`src/hw/rtl/uart_frame_deframer_macros.svh`:
```
// assertion macros for the frame deframer
// needs a clock named clk and a reset named rst in the module that uses them
`ifndef UART_FRAME_DEFRAMER_MACROS_SVH
`define UART_FRAME_DEFRAMER_MACROS_SVH

`ifndef SYNTHESIS
// checked only outside reset
`define UFD_ASSERT(label, prop, msg) \
  label: assert property (@(posedge clk) disable iff (rst) (prop)) else $error(msg);
// checked at every edge, reset included
`define UFD_ASSERT_ALWAYS(label, prop, msg) \
  label: assert property (@(posedge clk) (prop)) else $error(msg);
`else
`define UFD_ASSERT(label, prop, msg)
`define UFD_ASSERT_ALWAYS(label, prop, msg)
`endif

`endif

```
`src/hw/rtl/ufd_pkg.sv`:
```
// shared types and constants of the frame deframer
// used by ufd_ctrl, ufd_datapath and uart_frame_deframer
package ufd_pkg;

  localparam int unsigned BYTE_W    = 8;
  localparam int unsigned INDEX_W   = 5;
  localparam int unsigned CFG_IDX_W = 1;

  localparam logic [BYTE_W-1:0] START_MARKER_RST = 8'h7A;
  localparam logic [BYTE_W-1:0] END_MARKER_RST   = 8'h55;

  typedef enum logic [CFG_IDX_W-1:0] {
    REG_START_MARKER = 1'b0,
    REG_END_MARKER   = 1'b1
  } ufd_reg_t;

  typedef enum logic [1:0] {
    S_RECV,
    S_READ,
    S_SHOW
  } ufd_state_t;

  // controller to datapath
  typedef struct packed {
    logic take;      // rx item accepted this cycle
    logic rd_first;  // start reading the frame at position 0
    logic advance;   // shown byte taken, read the next one
  } ufd_cmd_t;

  // datapath to controller
  typedef struct packed {
    logic frame_good;  // current rx byte closes a frame with a good checksum
    logic at_last;     // shown byte is the final one of the frame
  } ufd_sts_t;

endpackage

```
`src/hw/rtl/ufd_ram.sv`:
```
// generic simple dual port ram, one write port and one registered read port
// no dependencies
module ufd_ram #(
  parameter int unsigned WIDTH = 8,
  parameter int unsigned DEPTH = 32
) (
  input  logic                     clk,
  input  logic                     we,
  input  logic [$clog2(DEPTH)-1:0] waddr,
  input  logic [WIDTH-1:0]         wdata,
  input  logic                     re,
  input  logic [$clog2(DEPTH)-1:0] raddr,
  output logic [WIDTH-1:0]         rdata
);

  logic [WIDTH-1:0] mem [DEPTH];

  always_ff @(posedge clk) begin
    if (we) begin
      mem[waddr] <= wdata;
    end
    if (re) begin
      rdata <= mem[raddr];
    end
  end

endmodule

```
`src/hw/rtl/ufd_ctrl.sv`:
```
// controller state machine of the frame deframer: receive, then replay a frame
// depends on ufd_pkg and uart_frame_deframer_macros.svh
`include "uart_frame_deframer_macros.svh"

module ufd_ctrl (
  input  logic              clk,
  input  logic              rst,
  input  logic              rx_valid,
  output logic              rx_stall,
  output logic              frame_valid,
  input  logic              frame_stall,
  input  ufd_pkg::ufd_sts_t sts,
  output ufd_pkg::ufd_cmd_t cmd
);

  ufd_pkg::ufd_state_t state, state_next;

  always_ff @(posedge clk) begin
    if (rst) begin
      state <= ufd_pkg::S_RECV;
    end else begin
      state <= state_next;
    end
  end

  always_comb begin
    state_next = state;
    unique case (state)
      ufd_pkg::S_RECV: begin
        if (rx_valid && sts.frame_good) begin
          state_next = ufd_pkg::S_READ;
        end
      end
      ufd_pkg::S_READ: begin
        state_next = ufd_pkg::S_SHOW;
      end
      ufd_pkg::S_SHOW: begin
        if (!frame_stall && sts.at_last) begin
          state_next = ufd_pkg::S_RECV;
        end
      end
      default: state_next = ufd_pkg::S_RECV;
    endcase
  end

  always_comb begin
    rx_stall     = 1'b1;
    frame_valid  = 1'b0;
    cmd          = '0;
    unique case (state)
      ufd_pkg::S_RECV: begin
        rx_stall = 1'b0;
        cmd.take = rx_valid;
      end
      ufd_pkg::S_READ: begin
        cmd.rd_first = 1'b1;
      end
      ufd_pkg::S_SHOW: begin
        frame_valid = 1'b1;
        cmd.advance = !frame_stall && !sts.at_last;
      end
      default: begin
        rx_stall = 1'b1;
      end
    endcase
  end

  // never take rx bytes while a frame is being replayed
  `UFD_ASSERT(a_no_rx_during_replay, !(frame_valid && !rx_stall), "rx open during replay")
  // taking the final byte ends the replay
  `UFD_ASSERT(a_last_ends_replay, (frame_valid && !frame_stall && sts.at_last) |=> !frame_valid, "replay ran past last byte")
  // a good frame is shown once the controller has passed from S_READ into S_SHOW
  `UFD_ASSERT(a_good_frame_shown, (cmd.take && sts.frame_good) |=> ##1 frame_valid, "good frame not replayed")
  `UFD_ASSERT_ALWAYS(a_reset_quiet, $past(rst) |-> !frame_valid, "frame valid after reset")

endmodule

```
`src/hw/rtl/ufd_datapath.sv`:
```
// datapath of the frame deframer: markers, frame store, count, running checksum
// depends on ufd_pkg and ufd_ram
module ufd_datapath #(
  parameter int unsigned MAX_FRAME = 32
) (
  input  logic                                clk,
  input  logic                                rst,
  input  logic                                cfg_wr_en,
  input  logic [ufd_pkg::CFG_IDX_W-1:0]       cfg_index,
  input  logic [ufd_pkg::BYTE_W-1:0]          cfg_wdata,
  input  logic [ufd_pkg::BYTE_W-1:0]          rx_byte,
  input  ufd_pkg::ufd_cmd_t                   cmd,
  output ufd_pkg::ufd_sts_t                   sts,
  output logic [ufd_pkg::BYTE_W-1:0]          frame_byte,
  output logic [ufd_pkg::INDEX_W-1:0]         byte_index,
  output logic                                last_byte
);

  localparam int unsigned AW = $clog2(MAX_FRAME);
  localparam logic [AW-1:0] LAST_POS = AW'(MAX_FRAME - 1);

  logic [ufd_pkg::BYTE_W-1:0] start_marker, end_marker;
  logic [AW-1:0]              count;       // bytes stored, 0 when idle
  logic [ufd_pkg::BYTE_W-1:0] sum;         // sum of positions 1..count-1
  logic [ufd_pkg::BYTE_W-1:0] prev;        // newest stored byte
  logic [ufd_pkg::BYTE_W-1:0] length;      // byte at position 1
  logic [AW-1:0]              last_idx;
  logic [AW-1:0]              rd_ptr;

  logic                       opening, closing, sum_ok, wr_en, rd_en;
  logic [AW-1:0]              rd_addr;

  always_ff @(posedge clk) begin
    if (rst) begin
      start_marker <= ufd_pkg::START_MARKER_RST;
      end_marker   <= ufd_pkg::END_MARKER_RST;
    end else if (cfg_wr_en) begin
      unique case (ufd_pkg::ufd_reg_t'(cfg_index))
        ufd_pkg::REG_START_MARKER: start_marker <= cfg_wdata;
        ufd_pkg::REG_END_MARKER:   end_marker   <= cfg_wdata;
        default: ;
      endcase
    end
  end

  assign opening = (count == '0) && (rx_byte == start_marker);
  // new byte is position count, so the frame has count+1 bytes and L must be count-2
  assign closing = (count >= AW'(2)) && (rx_byte == end_marker) &&
                   (length == (ufd_pkg::BYTE_W'(count) - ufd_pkg::BYTE_W'(2)));
  // sum still holds the checksum byte itself, take it back out
  assign sum_ok  = ((sum - prev) == prev);

  assign sts.frame_good = closing && sum_ok;
  assign sts.at_last    = (rd_ptr == last_idx);

  assign wr_en = cmd.take && (opening || (count != '0));

  always_ff @(posedge clk) begin
    if (rst) begin
      count <= '0;
    end else if (cmd.take) begin
      if (count == '0) begin
        if (opening) begin
          count <= AW'(1);
        end
      end else if (closing || count == LAST_POS) begin
        count <= '0;
      end else begin
        count <= count + AW'(1);
      end
    end
  end

  always_ff @(posedge clk) begin
    if (cmd.take) begin
      if (count == '0) begin
        sum <= '0;
      end else if (!closing) begin
        sum  <= sum + rx_byte;
        prev <= rx_byte;
        if (count == AW'(1)) begin
          length <= rx_byte;
        end
      end else begin
        last_idx <= count;
      end
    end
  end

  always_ff @(posedge clk) begin
    if (cmd.rd_first) begin
      rd_ptr <= '0;
    end else if (cmd.advance) begin
      rd_ptr <= rd_ptr + AW'(1);
    end
  end

  assign rd_en   = cmd.rd_first || cmd.advance;
  assign rd_addr = cmd.advance ? (rd_ptr + AW'(1)) : '0;

  ufd_ram #(
    .WIDTH (ufd_pkg::BYTE_W),
    .DEPTH (MAX_FRAME)
  ) u_store (
    .clk   (clk),
    .we    (wr_en),
    .waddr (count),
    .wdata (rx_byte),
    .re    (rd_en),
    .raddr (rd_addr),
    .rdata (frame_byte)
  );

  assign byte_index = ufd_pkg::INDEX_W'(rd_ptr);
  assign last_byte  = sts.at_last;

endmodule

```
`src/hw/rtl/uart_frame_deframer.sv`:
```
// Frame deframer for a received byte stream.
// rx channel (rx_valid/rx_stall/rx_byte) takes one byte per cycle while the
// block is receiving. Outside a frame a byte equal to start_marker opens one;
// inside a frame bytes are stored until the end marker arrives with a length
// byte that matches the count. A frame with a good modulo-256 checksum is
// replayed on the frame channel (frame_valid/frame_stall, frame_byte,
// byte_index, last_byte), start marker first, last_byte on the final byte.
// Timing: after the end byte is taken the controller passes through S_READ,
// which reads position 0 of the frame store, into S_SHOW, where the first
// byte is valid; the remaining bytes follow at one per cycle while not stalled.
// rx_stall stays high during replay. A stalled frame byte holds; the replay
// resumes when frame_stall drops. Bad checksums and frames longer than
// MAX_FRAME bytes are dropped without output.
// Reset (rst, synchronous) sets start_marker 0x7A and end_marker 0x55 and
// returns to waiting for a start marker; stored bytes are not cleared.
// cfg_wr_en writes cfg_wdata to start_marker (index 0) or end_marker (index 1).
module uart_frame_deframer #(
  parameter int unsigned MAX_FRAME = 32
) (
  input  logic                          clk,
  input  logic                          rst,
  input  logic                          cfg_wr_en,
  input  logic [ufd_pkg::CFG_IDX_W-1:0] cfg_index,
  input  logic [ufd_pkg::BYTE_W-1:0]    cfg_wdata,
  input  logic                          rx_valid,
  output logic                          rx_stall,
  input  logic [ufd_pkg::BYTE_W-1:0]    rx_byte,
  output logic                          frame_valid,
  input  logic                          frame_stall,
  output logic [ufd_pkg::BYTE_W-1:0]    frame_byte,
  output logic [ufd_pkg::INDEX_W-1:0]   byte_index,
  output logic                          last_byte
);

  ufd_pkg::ufd_cmd_t cmd;
  ufd_pkg::ufd_sts_t sts;

  ufd_ctrl u_ctrl (
    .clk         (clk),
    .rst         (rst),
    .rx_valid    (rx_valid),
    .rx_stall    (rx_stall),
    .frame_valid (frame_valid),
    .frame_stall (frame_stall),
    .sts         (sts),
    .cmd         (cmd)
  );

  ufd_datapath #(
    .MAX_FRAME (MAX_FRAME)
  ) u_datapath (
    .clk        (clk),
    .rst        (rst),
    .cfg_wr_en  (cfg_wr_en),
    .cfg_index  (cfg_index),
    .cfg_wdata  (cfg_wdata),
    .rx_byte    (rx_byte),
    .cmd        (cmd),
    .sts        (sts),
    .frame_byte (frame_byte),
    .byte_index (byte_index),
    .last_byte  (last_byte)
  );

endmodule
```
`config.mk`:
```
export PLATFORM = sky130hd
export DESIGN_NAME = uart_frame_deframer
export DESIGN_NICKNAME = d
export VERILOG_FILES = /design/src/hw/rtl/ufd_pkg.sv /design/src/hw/rtl/ufd_ram.sv /design/src/hw/rtl/ufd_ctrl.sv /design/src/hw/rtl/ufd_datapath.sv /design/src/hw/rtl/uart_frame_deframer.sv
export VERILOG_INCLUDE_DIRS = /design/src /design/src/hw/rtl
export SDC_FILE = /design/constraint.sdc
export NUM_CORES = 1
export LEC_CHECK = 0
export BUFFER_PORTS_ARGS = -buffer_cell sky130_fd_sc_hd__clkbuf_2
export CAP_MARGIN = 20
export CORE_ASPECT_RATIO = 0.5
export CORE_MARGIN = 2
export CORE_UTILIZATION = 44
export CTS_CLUSTER_DIAMETER = 200
export CTS_CLUSTER_SIZE = 16
export DETAILED_ROUTE_END_ITERATION = 8
export SLEW_MARGIN = 20
export SYNTH_ARGS = -nofsm -noshare
export SYNTH_HDL_FRONTEND = slang
export SYNTH_SLANG_ARGS = --single-unit
```
`constraint.sdc`:
```
create_clock -name clk -period 3.8 [get_ports clk]
set_input_delay 0.19 -clock clk [delete_from_list [all_inputs] [get_ports clk]]
set_output_delay 0.19 -clock clk [all_outputs]
set_load 0.05 [all_outputs]
```
=== Yosys cells after proc, flatten, opt, wreduce, memory -nomap -nowiden ===
Memory sizes are Yosys's and may differ from the RTL's. A register that Yosys moved wholly into a read port is not among the register bits.
Cells that the tools add are included.

* Register bits after elaboration: 57
* Bits in latches: 0
* Bits in writable memories: 256
* Memory bits (read-only): 0
* Bits of input ports: 22
* Output and inout bits: 16
* Word-level logic and storage cells: 71
* Memories: 1

* Add/subtract/negate cells: 5
* Multiply operators: 0
* Div/mod/pow operators: 0
* Order comparisons: 1
* Equal/unequal tests: 13
* Shift-type cells: 0
* Multiplexer cells: 15
* Bitwise operators: 3
* Reduce and logical (&&, ||, !) cells: 24

{| class="wikitable"
|+ Memory list
! name !! depth !! width !! rd ports !! clocked after memory_dff !! write ports !! line !! source
|-
| u_datapath.u_store.mem || 32 || 8 || 1 || 1 || 1 || ufd_ram.sv:16 || <nowiki>logic [WIDTH-1:0] mem [DEPTH];</nowiki>
|}

{| class="wikitable"
|+ Operators by type and width
! cell !! number
|-
| equality test 8 bit || 4
|-
| 2-to-1 mux 5 bit || 4
|-
| adder 5 x 1 -> 5 bit (second input constant) || 2
|-
| AND reduction 2 bit || 5
|-
| adder 8 bit || 1
|-
| logical AND 1 bit || 8
|-
| 2-to-1 mux 8 bit || 1
|-
| subtractor 8 bit || 1
|-
| 2-to-1 mux 1 bit || 7
|-
| != test 2 x 1 -> 1 bit (second input constant) || 3
|-
| one-hot mux 2 bit (3 select lines) || 1
|-
| AND reduction 3 bit || 2
|-
| subtractor 5 x 2 -> 6 bit (second input constant) || 1
|-
| equality test 5 x 1 -> 1 bit (second input constant) || 1
|-
| equality test 5 bit || 1
|-
| equality test 5 bit (second input constant) || 1
|-
| >= comparator 5 x 2 -> 1 bit (second input constant) || 1
|-
| logical NOT 5 bit || 1
|-
| nonzero test 5 bit || 1
|-
| 2-to-1 mux 2 bit || 2
|-
| AND reduction 4 bit || 1
|-
| logical OR 1 bit || 3
|-
| inverter 1 bit || 3
|-
| equality test 2 x 1 -> 1 bit (second input constant) || 1
|-
| 4 further kinds || 5
|}

=== Longest topological paths before layout ===
Gate-level depths: netlist (run 1).

* Word-level depth: 7
* Depth in mapped cells: 11
* Mapped depth without buffers: 10

=== By module ===
A second synthesis (run 1) with hierarchy kept.

* Cells, all modules: 748
* Area total of the unflattened synthesis: 13420.4 µm²

{| class="wikitable"
|+ By module, submodules not included
! module !! times used !! cells an instance !! area an instance (µm²) !! seq. area each (µm²)
|-
| ufd_ram || 1 || 417 || 10133.5 || 7927.6
|-
| ufd_datapath || 1 || 318 || 3166.8 || 1361.3
|-
| ufd_ctrl || 1 || 13 || 120.1 || 40.0
|}

=== Worst setup path before layout (run 1) ===
Ideal clock, no wire load.

* Path kind: register to register
* From: reg u_datapath.rd_ptr[3] (netlist: u_datapath.byte_index[3])
* To: reg u_datapath.u_store.rdata[4] (read register of u_datapath.u_store.mem), data pin
* Setup time: 272 ps
* Arrival time: 2501 ps
* Data required time: 3528 ps
* Path slack: 1027 ps
* Cell stages (with the launch flop): 10
* Buffers on the path: 2
* Period minus slack after synthesis: 2773 ps
* Cells stage by stage: dfxtp_1 buf_6 xnor2_2 nand4_4 o21ai_4 buf_6 mux2_1 o221ai_1 o21ai_1 or4b_1

* Cells in the longest elaborated chain, start to end: 5
* Elaborated cells between the ends (all ways): 7
* Classes of those cells: 1 x add/sub; 1 x eq/ne; 2 x mux; 3 x reduce/logical

{| class="wikitable"
|+ RTL lines
! item !! line !! source
|-
| from (decl) || ufd_datapath.sv:28 || <nowiki>logic [AW-1:0] rd_ptr;</nowiki>
|-
| from (signal assigned) || ufd_datapath.sv:94 || <nowiki>rd_ptr <= rd_ptr + AW'(1);</nowiki>
|-
| parallel branches: the longest is 5 deep, another holds adder 5 x 1 -> 5 bit || n/a ||
|-
| to (decl) || ufd_ram.sv:13 || <nowiki>output logic [WIDTH-1:0] rdata</nowiki>
|}

Parallel ways; which one is timed is not known.
A chain may end at the register's enable or synchronous reset.

=== Worst setup path in the final report (run 1) ===
* From: reg u_datapath.rd_ptr[0] (netlist: u_datapath.byte_index[0])
* To: reg u_datapath.u_store.rdata[1] (read register of u_datapath.u_store.mem), data pin

The elaborated chain is that of the path after synthesis.

==> impl_results.md, run 1 <==
- CP max FO: 24
- Via/cell ratio: 5.81
- Die H: between 100 and 150 um
- Final hold violation count: 0
- Flop pwr share: 0.609
- Final max-slew violation count: 0
- Postcts setup bufs: 0
- Worst-Skew Late Latency: 550 ps
- Skew final: 31.6 ps
- Max H-tree Level: 1
- Clk pin slew, worst setup/hold paths: 80 ps
- Die X: roughly 250 um
- Logic pwr share: 0.035
- CTS root buf: clkbuf_16
- CP Capture Type: flop
- Synthesis Warnings: 0
- Most frequent cells in the layout: edfxtp_1 (292), nand2_1 (120), nor2_1 (56)
- Final setup viols: 0
- Largest net degree at the start of global routing: 41
- Share of cells above drive strength 1: 0.126
- Ports: 38
- Remaining antenna violation count: 0
- Fillers: 2573
- Final #Nets: 1102
- Synthesized area: roughly 14000 um2
- Crit path DAT: between 3000 and 4000 ps
- # clock sinks: 320
- DRC: 0
- Total track usage: 0.213
- Min-Delay Path Class: in -> reg
- IO Port Bufs: 37
- Hold Buf Count CTS: 8
- Top_reg_cell synth: edfxtp_1
- Initial antenna violation count: 2
- Syn avg cell area: 13.7 um2
- Final instance area: 15100 um2
- Clk pwr share: 0.356
- CTS Buf Count: 23
- Cell taking the most area after synthesis: edfxtp_1
- Drt total wl: 33.9 mm
- Core area: 30300 um2
- Vias in the first global route: 8370
- Worst Path Required: 4220 ps
- CTS tree: yes
- First-pass GRT wire length: 51.3 mm
- FMAX: slightly below 300 MHz
- Number of enable flip-flop cells after synthesis: approximately 290
- Lkg Pwr: roughly 5.2 nW
- Gr ovfl total: 0
- Worst hold path depth: 3
- Net Count, Synth: 1033
- Pwr dens: 419 nW/um2
- P&R area growth vs syn: 11.3%
- Status: completed
- TritonRoute pass-1 iters: 5
- DP Wirelength: 22.3 mm
- Sw power: 1.30 mW
- Startpoint Class: flop
- Synth top area cells: edfxtp_1 (65%), dfxtp_1 (4.1%), nand2_1 (3.3%)
- Ys async rst share: 0
- Site Rows: 45
- Clock Path Buffers: 3
- Rel. slew slack: 0.326
- Sum of negative setup slack: 0 ps
- Minimum clock period: 3450 ps
- # diodes: 0
- Yosys top cell area share: 0.646
- Sw frac: 0.205
- Peak VDD IR: about 0.00029 V
- Distinct cell type count after synthesis: 69
- Placed cell areas: 14400 um2
- Final Cycle Share: 0.907
- Seq/Total Area, Yosys: 0.687
- Post-CTS resize count: 0
- Initial core utilization: 0.447
- Via count: approximately 8500
- RSZ-0062 raised after global routing: false
- Least-Margin Pin Slew: between 1000 and 1500 ps
- Global placer's final weighted congestion: around 0.83
- Most common cell after layout, fill and taps aside: edfxtp_1
- WL per Instance: 23.2 um
- Pint: between 5 and 6 mW
- Die ar.: ~32000 um2
- Yosys reg bits: 320
- Critical path type: reg -> reg
- Maxcap violations: 0
- Syn Inst Count: 987
- DR iter-0 viols: 889
- Register-to-Register Path Depth: 8
-- per-stage QoR --
stage	total power [mW]	hold slack, ps	std cells	util	worst slack [ps]
after detailed placement	4.16	410	1422	0.475	408
after floorplan	4.04	284	987	-	1030
after CTS	6.38	17.3	1461	0.498	350
after global placement	4.15	417	1422	0.475	454
final	6.33	36.8	1461	0.498	354
after global routing	6.52	22.0	1461	0.498	208
-- Yosys cell counts, types with 7 or more instances --
cell type  number
edfxtp_1      292
nand2_1       120
nor2_1         56
o221ai_1       42
nand3_1        39
a31oi_1        28
dfxtp_1        28
mux2i_1        27
xnor2_1        26
inv_1          24
a21oi_1        22
ha_1           22
buf_2          20
xor2_1         20
clkbuf_1       19
nor3_1         18
o21ai_0        18
o211ai_1       14
nor2b_1        12
a211o_1        10
and3_1         10
o22ai_1        10
nand4_1         8
a21o_1          7
buf_4           7
-- path summary, 6_finish.rpt --
kind,startpoint,to,slack [ps]
min reg2reg,u_datapath.end_marker[7]$_SDFFE_PP0P_,u_datapath.end_marker[7]$_SDFFE_PP0P_,470
min,cfg_index,u_datapath.end_marker[7]$_SDFFE_PP0P_,40
max,u_datapath.byte_index[0]$_SDFFE_PN0N_,u_datapath.u_store.rdata[1]$_DFFE_PP_,350
max reg2reg,u_datapath.byte_index[0]$_SDFFE_PN0N_,u_datapath.u_store.rdata[1]$_DFFE_PP_,350
-- state kept, by name (all words and copies together), names as in the netlist --
signal / count
u_datapath.count: 5
u_datapath.u_store.rdata: 8
u_datapath.u_store.mem: 256
u_datapath.byte_index: 5
u_datapath.start_marker: 8
u_datapath.prev: 7
u_datapath.length: 8
u_datapath.end_marker: 8
u_ctrl.state: 2
u_datapath.sum: 8
u_datapath.last_idx: 5
-- worst max-delay path: stages, from the launching register on --
cell and delay, ps:
dfxtp_1 630, ha_1 260, and2_1 190, a21boi_4 750
nor2_1 360, buf_4 310, a221o_1 340, a31oi_1 340
or4_1 180
-- power groups by stage --
| stage | Sequential (mW) | Combinational, mW | Clock, mW |
|---|---|---|---|
| 5_1_grt | 3.86 | 0.247 | 2.42 |
| 3_3_place_gp | 3.94 | 0.215 | 0 |
| 2_1_floorplan | 3.94 | 0.107 | 0 |
| 6_report | 3.86 | 0.223 | 2.25 |
| 4_1_cts | 3.86 | 0.227 | 2.29 |
| 3_5_place_dp | 3.94 | 0.219 | 0 |
-- final cells by class --
cell class,instances,area [um2],share of cell area
clock inverters,1,20.0,0.00133
multi-input cells,593,3920,0.259
flip-flops and latches,320,9330,0.618
well taps,399,499,0.0331
repair buffers,94,646,0.0428
clock buffers,30,602,0.0399
inverters,24,90.1,0.00597
-- layer usage --
metal / vias up / global-route usage / part of all wire
li1: 3888 / - / -
met1: 4229 / 0.307 / 0.45
met2: 332 / 0.338 / 0.45
met3: 39 / 0.0382 / 0.076
met4: 0 / 0.0449 / 0.021
met5: - / 0 / 0
-- logic make-up after synthesis --
family / count (synthesis) / synth area share
simple gates: 299 / 0.105
fa+ha+maj: 24 / 0.0232
xor+xnor: 50 / 0.0345
buf+inv: 74 / 0.0254
mux: 31 / 0.0232
flops: 320 / 0.687
compound gates: 189 / 0.102
Power figures use the tool's default switching activity.
==> run 2: changes to the inputs <==
MAX_ROUTING_LAYER = met4   (was unset)
==> run 2 against run 1 <==
Effect of this change: non-clock buffer count did not move; fmax is 0.55% lower; power about the same; routed wire length did not move; critical path depth stayed put; sequential power about the same; critical path type unchanged; critical endpoint unchanged; largest cell class unchanged.
==> impl_results.md, run 2 (synthesis results as in run 1) <==
- Status: completed
- Final instance area: 15100 um2
- Least-Margin Pin Slew: 1020 ps
- CTS Buf Count: 23
- Total track usage: 0.219
- Sum of negative setup slack: 0 ps
- Final setup margin: 335 ps
- Initial core utilization: 0.447
- Register-to-Register Path Depth: 8
- CTS tree: yes
- First-pass GRT wire length: about 50 mm
- PnR Total Power: 6.33 mW
- Pwr dens: 419 nW/um2
- Via count: 8425
- Ports: 38
- Global placer's final weighted congestion: 0.844
- Critical path type: reg -> reg
- DR iter-0 viols: 893
- # clock sinks: 320
- WL per Instance: 23.2 um
- Final max-slew violation count: 0
- FMAX: 289 MHz
- Pre-CTS WS: 408 ps
- Worst-Skew Late Latency: 550 ps
- Die X: 252 um
- RR Startpoint: u_datapath.byte_index[0]$_SDFFE_PN0N_
- Fin cells: 1461
- Remaining antenna violation count: 0
- Placed cell count: between 1000 and 1500
- Via/cell ratio: 5.77
- P&R area growth vs syn: 11.3%
- TritonRoute pass-1 iters: 5
- Final #Nets: 1102
- Max reg flops: 256
- Reg2Reg Setup Slack: 330 ps
- Min-Delay Path Class: in -> reg
- Die H: 128 um
- DRC: 0
- Clk pin slew, worst setup/hold paths: roughly 70 ps
- Gr ovfl total: 0
- Lkg Pwr: 5.17 nW
- Clock Path Buffers: 3
- Most common cell after layout, fill and taps aside: edfxtp_1
- Final setup viols: 0
- Finished Core Util: 0.498
- Placed cell areas: 14400 um2
- Maxcap violations: 0
- CP Capture Type: flop
- DP Wirelength: 22.3 mm
- # diodes: 0
- Max H-tree Level: 1
- Rel. slew slack: 0.319
- Largest net degree at the start of global routing: 41
- Skew final: ~31 ps
- CTS root buf: clkbuf_16
- Critical Path Sink: u_datapath.u_store.rdata[1]$_DFFE_PP_
- Die ar.: 32300 um2
- Peak VDD IR: 0.000292 V
- Startpoint Class: flop
- Initial antenna violation count: 2
- Most frequent cells in the layout: edfxtp_1 (292), nand2_1 (120), nor2_1 (56)
- Core area: 30300 um2
- Register name with the most flops: u_datapath.u_store.mem
- WHS: 39.0 ps
- Worst Path Required: 4220 ps
- Crit path from: u_datapath.byte_index[0]$_SDFFE_PN0N_
- Site Rows: 45
- Final hold violation count: 0
- RSZ-0062 raised after global routing: false
- Post-CTS resize count: 0
- Vias in the first global route: 8385
- Drt total wl: 33.9 mm
- IO Port Bufs: 37
- CP max FO: 24
- Final Cycle Share: 0.912
- Minimum clock period: 3470 ps
- Crit path DAT: between 3000 and 4000 ps
- Reg-to-Reg End: u_datapath.u_store.rdata[1]$_DFFE_PP_
- Share of cells above drive strength 1: 0.126
run 2: area by class of cell:
class,instances,area (um2)
timing repair buffer,94,646
clock buffer,30,602
clock inverter,1,20.0
sequential,320,9330
inverter,24,90.1
fill,2573,15200
tap,399,499
multi-input combinational,593,3920
run 2: repair_timing:
item / in CTS / in global routing
hold endpoints to repair: 13 / 0
hold buffers: 8 / 0
buffers inserted: 0 / 0
run 2: how the worst min path moves through the flow:
stage	start	to	slack, ps	cells past startpoint
2_1_floorplan	rst	u_datapath.start_marker[1]$_SDFFE_PP1P_	280	1
3_3_place_gp	cfg_wdata[6]	u_datapath.start_marker[6]$_SDFFE_PP1P_	420	2
3_5_place_dp	cfg_wdata[6]	u_datapath.start_marker[6]$_SDFFE_PP1P_	410	2
4_1_cts	cfg_index	u_datapath.end_marker[1]$_SDFFE_PP0P_	20	3
5_1_grt	cfg_wr_en	u_datapath.end_marker[5]$_SDFFE_PP0P_	20	3
6_report	cfg_index	u_datapath.end_marker[5]$_SDFFE_PP0P_	40	3
run 2: metal layers:
layer	share of wire	GRT usage	up-vias	routed length (um)
met5	0	-	-	0
li1	-	-	3884	-
met3	0.063	0.0380	37	2140
met1	0.46	0.306	4234	15600
met4	0.020	0.0449	0	662
met2	0.46	0.339	270	15400
run 2: worst max-delay path, cell delays in order (launching register included):
cell      delay, ps
dfxtp_1         630
ha_1            260
and2_1          190
a21boi_4        740
nor2_1          380
buf_4           300
a221o_1         340
a31oi_1         340
or4_1           180
run 2: power by group:
group / total (mW) / switching [mW] / leakage (nW) / internal [mW]
sequential: 3.86 / 0.0130 / 2.87 / 3.84
combinational: 0.224 / 0.148 / 2.00 / 0.0765
clock: 2.25 / 1.14 / 0.301 / 1.11
